$ cat config.mk
export PLATFORM = sky130hd
export DESIGN_NAME = aes_ram
export DESIGN_NICKNAME = d
export VERILOG_FILES = /design/src/hdl/aes_ram.sv
export SDC_FILE = /design/constraint.sdc
export NUM_CORES = 1
export LEC_CHECK = 0
export BUFFER_PORTS_ARGS = -buffer_cell sky130_fd_sc_hd__buf_2
export CORE_AREA = 2 2 265 293
export DETAILED_ROUTE_END_ITERATION = 7
export DIE_AREA = 0 0 267 295
export PLACE_DENSITY_LB_ADDON = 0.05
export SLEW_MARGIN = 5
export SYNTH_ARGS = -nofsm -noshare
export SYNTH_HDL_FRONTEND = slang
export SYNTH_SLANG_ARGS = --single-unit
$ cat constraint.sdc
create_clock -name clk -period 6.7 [get_ports clk]
set_input_delay 0.335 -clock clk [delete_from_list [all_inputs] [get_ports clk]]
set_output_delay 0.335 -clock clk [all_outputs]
set_load 0.02 [all_outputs]
$ cat src/hdl/aes_ram.sv
`timescale 1ns / 1ps

module aes_ram #(
  parameter int WIDTH = 64,
  parameter int DEPTH = 15
) (
  input  logic                     clk,
  input  logic                     we,
  input  logic [$clog2(DEPTH)-1:0] waddr,
  input  logic [WIDTH-1:0]         wdata,
  input  logic [$clog2(DEPTH)-1:0] raddr,
  output logic [WIDTH-1:0]         rdata
);

  logic [WIDTH-1:0] mem [DEPTH];
  logic [WIDTH-1:0] rdata_r;

  // one write port, registered read port
  always_ff @(posedge clk) begin
    if (we) begin
      mem[waddr] <= wdata;
    end
    rdata_r <= mem[raddr];
  end

  assign rdata = rdata_r;

endmodule

Yosys cells after proc, flatten, opt, wreduce, memory -nomap -nowiden
Memory sizes are Yosys's and may differ from the RTL's. A register that Yosys moved wholly into a read port is not among the register bits.
Index checks and enable logic that the tools add are counted.
{"block": "word_totals", "wordCells": 3, "register_bits": 0, "n_memories": 1, "mem_bits_rw": 960}
{"name": "mem", "depth": 15, "word_bits": 64, "rd": 1, "rd_clocked_by_memory_dff": 1, "wr": 1, "line": "15", "text": "logic [WIDTH-1:0] mem [DEPTH];"}
{"block": "classes", "mux": 2}
{"operator": "$mux 1", "count": 2}

Longest topological paths before layout
{"block": "depth", "depth_word": 2, "ltp_mapped": 7, "depth_no_buf": 4}

Worst setup path before layout
No wires, ideal clock.
{"block": "synth_path", "path_kind": "in2reg", "startpoint": "in waddr[2]", "endpoint": "mem mem[0][0], enable pin", "required_ps": 6135, "t_arrival_ps": 5198, "cell_stages": 2, "path_slack_ps": 936, "cell_sequence": "or3b_2 -> nor3_1"}
{"element": "start, declared", "line": "9", "text": "input logic [$clog2(DEPTH)-1:0] waddr,"}
{"element": "end, declared", "line": "15"}
Straight into the memory's write port.

Final worst setup path
{"block": "layout_path", "startpoint": "in waddr[2]", "endpoint": "mem mem[1][52], enable pin"}
Straight into the memory's write port.

==> flow_metrics.env <==
export IMPL_status="complete, no violations"
export IMPL_maxCapViolations=0
export IMPL_syn_area_sq_um=37600
export IMPL_p_leak_uw=0.0139
export IMPL_multi_input_area_sq_um=7100
export IMPL_grt_max_degree=112
export IMPL_clk_root_buffer_cell="clkbuf_16"
export IMPL_worst_hold_slack_ns=0.0450
export IMPL_syn_to_final_growth_pct=14.0
export IMPL_finish_net_count=2012
export IMPL_syn_area_per_cell_sq_um=21.4
export IMPL_ctsHoldBuffers=0
export IMPL_wl_per_cell_um=27.7
export IMPL_io_pins=138
export IMPL_worstSetupPathType="input pin to flop"
export IMPL_dieHeight_um=295
export IMPL_start_kind="input pin"
export IMPL_rsz0062_at_grt="false"
export IMPL_yosys_warnings=0
export IMPL_setup_viol=0
export IMPL_overflow=0
export IMPL_clk_pin_slew_worst_paths_ns=0.06
export IMPL_post_route_cell_area_sq_um=42900
export IMPL_grt_pass1_wl_um=124000
export IMPL_drtIter0Drc=1635
export IMPL_whs_path_depth=1
export IMPL_ys_async_sr_fraction_pct=0
export IMPL_cp_max_fo=44
export IMPL_hold_violations=0
export IMPL_cts_tree="built"
export IMPL_finalWirelength_um=84700
export IMPL_fin_ws_ns=4.22
export IMPL_num_rows=106
export IMPL_track_usage_pct=21.9
export IMPL_antenna_found_initial=7
export IMPL_min_to="mem[10][62]"
export IMPL_synth_edf_count=960
export IMPL_nFillCells=5757
export IMPL_r2r_end="rdata[15]"
export IMPL_insertion_delay_ns=0.65
export IMPL_endpoint_kind="flop"
export IMPL_place_gp_congestion=0.704
export IMPL_hold_class="input pin to flop"
export IMPL_max_slew_margin_rel_pct=31.4
export IMPL_drc_errors=0
export IMPL_place_ws_ns=3.53
export IMPL_cts_made_buffers=99
export IMPL_dieWidth_um=267
export IMPL_post_route_min_period_ns=2.48
export IMPL_cts_buffer_depth=3
export IMPL_vias_per_cell=5.81
export IMPL_seqCellArea_sq_um=30100
export IMPL_slew_violations=0
export IMPL_numPortBuffers=137
export IMPL_period_share_pct=37.0
export IMPL_cts_setup_buffers=0
export IMPL_skew_ns=0.0186
export IMPL_powerDensity_nw_per_um2=317
export IMPL_place_hpwl_um=41500
export IMPL_first_pass_iters=5
export IMPL_yosysSeqAreaShare_pct=80.0
export IMPL_syn_inst=1756
export IMPL_crit_arrival_ns=2.74
export IMPL_vias=17700
export IMPL_layout_drive_gt1_share_pct=26.1
export IMPL_ant_nets=0
export IMPL_place_area_sq_um=39500
export IMPL_core_area_sq_um=75700
export IMPL_required_ns=6.96
export IMPL_worst_slew_pin_slew_ns=1.03
export IMPL_syn_num_nets=1830
export IMPL_cts_resized=0
export IMPL_die_area_sq_um=78800
export IMPL_tns_ns=0
export IMPL_ir_drop_mv=0.215
export IMPL_htreeDepth=3
export IMPL_rrSetupSlack_ns=5.20
export IMPL_initial_utilization_pct=49.7
export IMPL_clock_sinks=1024
export IMPL_r2r_start="mem[7][15]"
export IMPL_clock_fmax_ghz=0.403
export IMPL_synth_seq_cells=1024
export IMPL_synth_cell_types=26
export IMPL_grt_pass1_vias=18500
export IMPL_synth_ff_type="edfxtp_1"
export IMPL_hp_start="wdata[62]"
export IMPL_rr_worst_depth=3
registers in the layout (all words and copies together) (netlist names):
| signal | flops |
|---|---|
| mem | 960 |
| rdata | 64 |
critical path, stage by stage:
cell	delay, ns
buf_2	0.12
or3b_2	0.59
nor2_4	0.79
buf_4	0.84
placed cells by master, fill, tap and decap left out, types with 2 or more instances in the layout:
master | netlist | layout
clkinvlp_4 | 0 | 2
nor2_1 | 65 | 52
clkinv_2 | 0 | 22
nand3b_1 | 2 | 2
diode_2 | 0 | 5
edfxtp_1 | 960 | 960
nand2b_1 | 17 | 17
inv_6 | 0 | 3
nand2_1 | 52 | 51
buf_4 | 20 | 37
nor2b_1 | 17 | 16
buf_2 | 34 | 135
clkinv_1 | 0 | 11
a211o_1 | 14 | 14
a22oi_1 | 64 | 64
clkbuf_1 | 28 | 21
dfxtp_1 | 64 | 64
o21ai_1 | 14 | 14
clkbuf_16 | 0 | 101
nor3_2 | 0 | 4
a31oi_1 | 14 | 14
bufinv_16 | 0 | 13
buf_12 | 0 | 2
buf_8 | 0 | 2
nor2_4 | 0 | 13
mux4_2 | 178 | 178
clkbuf_8 | 0 | 12
mux2i_1 | 78 | 78
o211ai_1 | 50 | 50
o22ai_1 | 14 | 14
clkinv_8 | 0 | 2
a21oi_1 | 50 | 50
cells in the mapped netlist, drive strengths merged, types with 2 or more instances:
master / count / area share [%]
nor2: 65 / 0.65
edfxtp: 960 / 77
a22oi: 64 / 1.3
a21oi: 50 / 0.66
mux2i: 78 / 2.1
o211ai: 50 / 1.0
a31oi: 14 / 0.23
nor3: 4 / 0.053
clkbuf: 28 / 0.28
nand2b: 17 / 0.28
dfxtp: 64 / 3.4
o21ai: 14 / 0.19
mux4: 178 / 11
nand2: 52 / 0.52
nor2b: 17 / 0.28
nand3b: 2 / 0.040
o22ai: 14 / 0.23
a211o: 14 / 0.33
buf: 67 / 1.2
metrics by stage:
step	power (uW)	utilization (%)	cells
2_1_floorplan	7750	-	1756
3_3_place_gp	8020	52.2	2863
3_5_place_dp	8040	52.2	2863
4_1_cts	13800	56.7	3050
5_1_grt	14100	56.7	3052
6_report	13600	56.7	3055
worst max path at each step:
stage | from | endpoint | slack [ns] | cells after the start
after floorplan | waddr[2] | mem[0][0] | 0.94 | 2
after global placement | waddr[2] | mem[1][59] | 3.57 | 4
after detailed placement | waddr[2] | mem[1][56] | 3.53 | 4
after CTS | waddr[2] | mem[1][52] | 4.20 | 4
after global routing | waddr[2] | mem[1][52] | 4.12 | 4
final | waddr[2] | mem[1][52] | 4.22 | 4
power by group:
| group | switching, uW | internal (uW) | leakage, uW |
|---|---|---|---|
| logic | 432 | 243 | 0.00304 |
| registers | 50.4 | 7160 | 0.00921 |
| clock network | 2340 | 3400 | 0.00167 |
| total | 2820 | 10800 | 0.0139 |
logic make-up after synthesis:
| group | synth area share (%) |
|---|---|
| AND/OR/NAND/NOR | 1.88 |
| AO/OA/AOI/OAI | 3.92 |
| buffers and inverters | 1.49 |
| multiplexers | 12.7 |
| flip-flops | 80.0 |
routing by layer:
metal	track usage [%]	vias to the layer above	share of wire, %
met1	30.8	9517	43
met3	3.22	92	5.2
met4	5.29	6	1.6
li1	-	7649	-
met2	36.6	475	50
met5	0	-	0.043
final cells by class:
class	instances	share of cell area, %
Sequential cell	1024	70.2
Clock buffer	134	6.46
Clock inverter	53	1.43
Tap cell	1026	2.99
Multi-Input combinational cell	636	16.5
Timing Repair Buffer	176	2.38
Inverter	1	0.00875
Antenna cell	5	0.0292
Power figures use the tool's default switching activity.
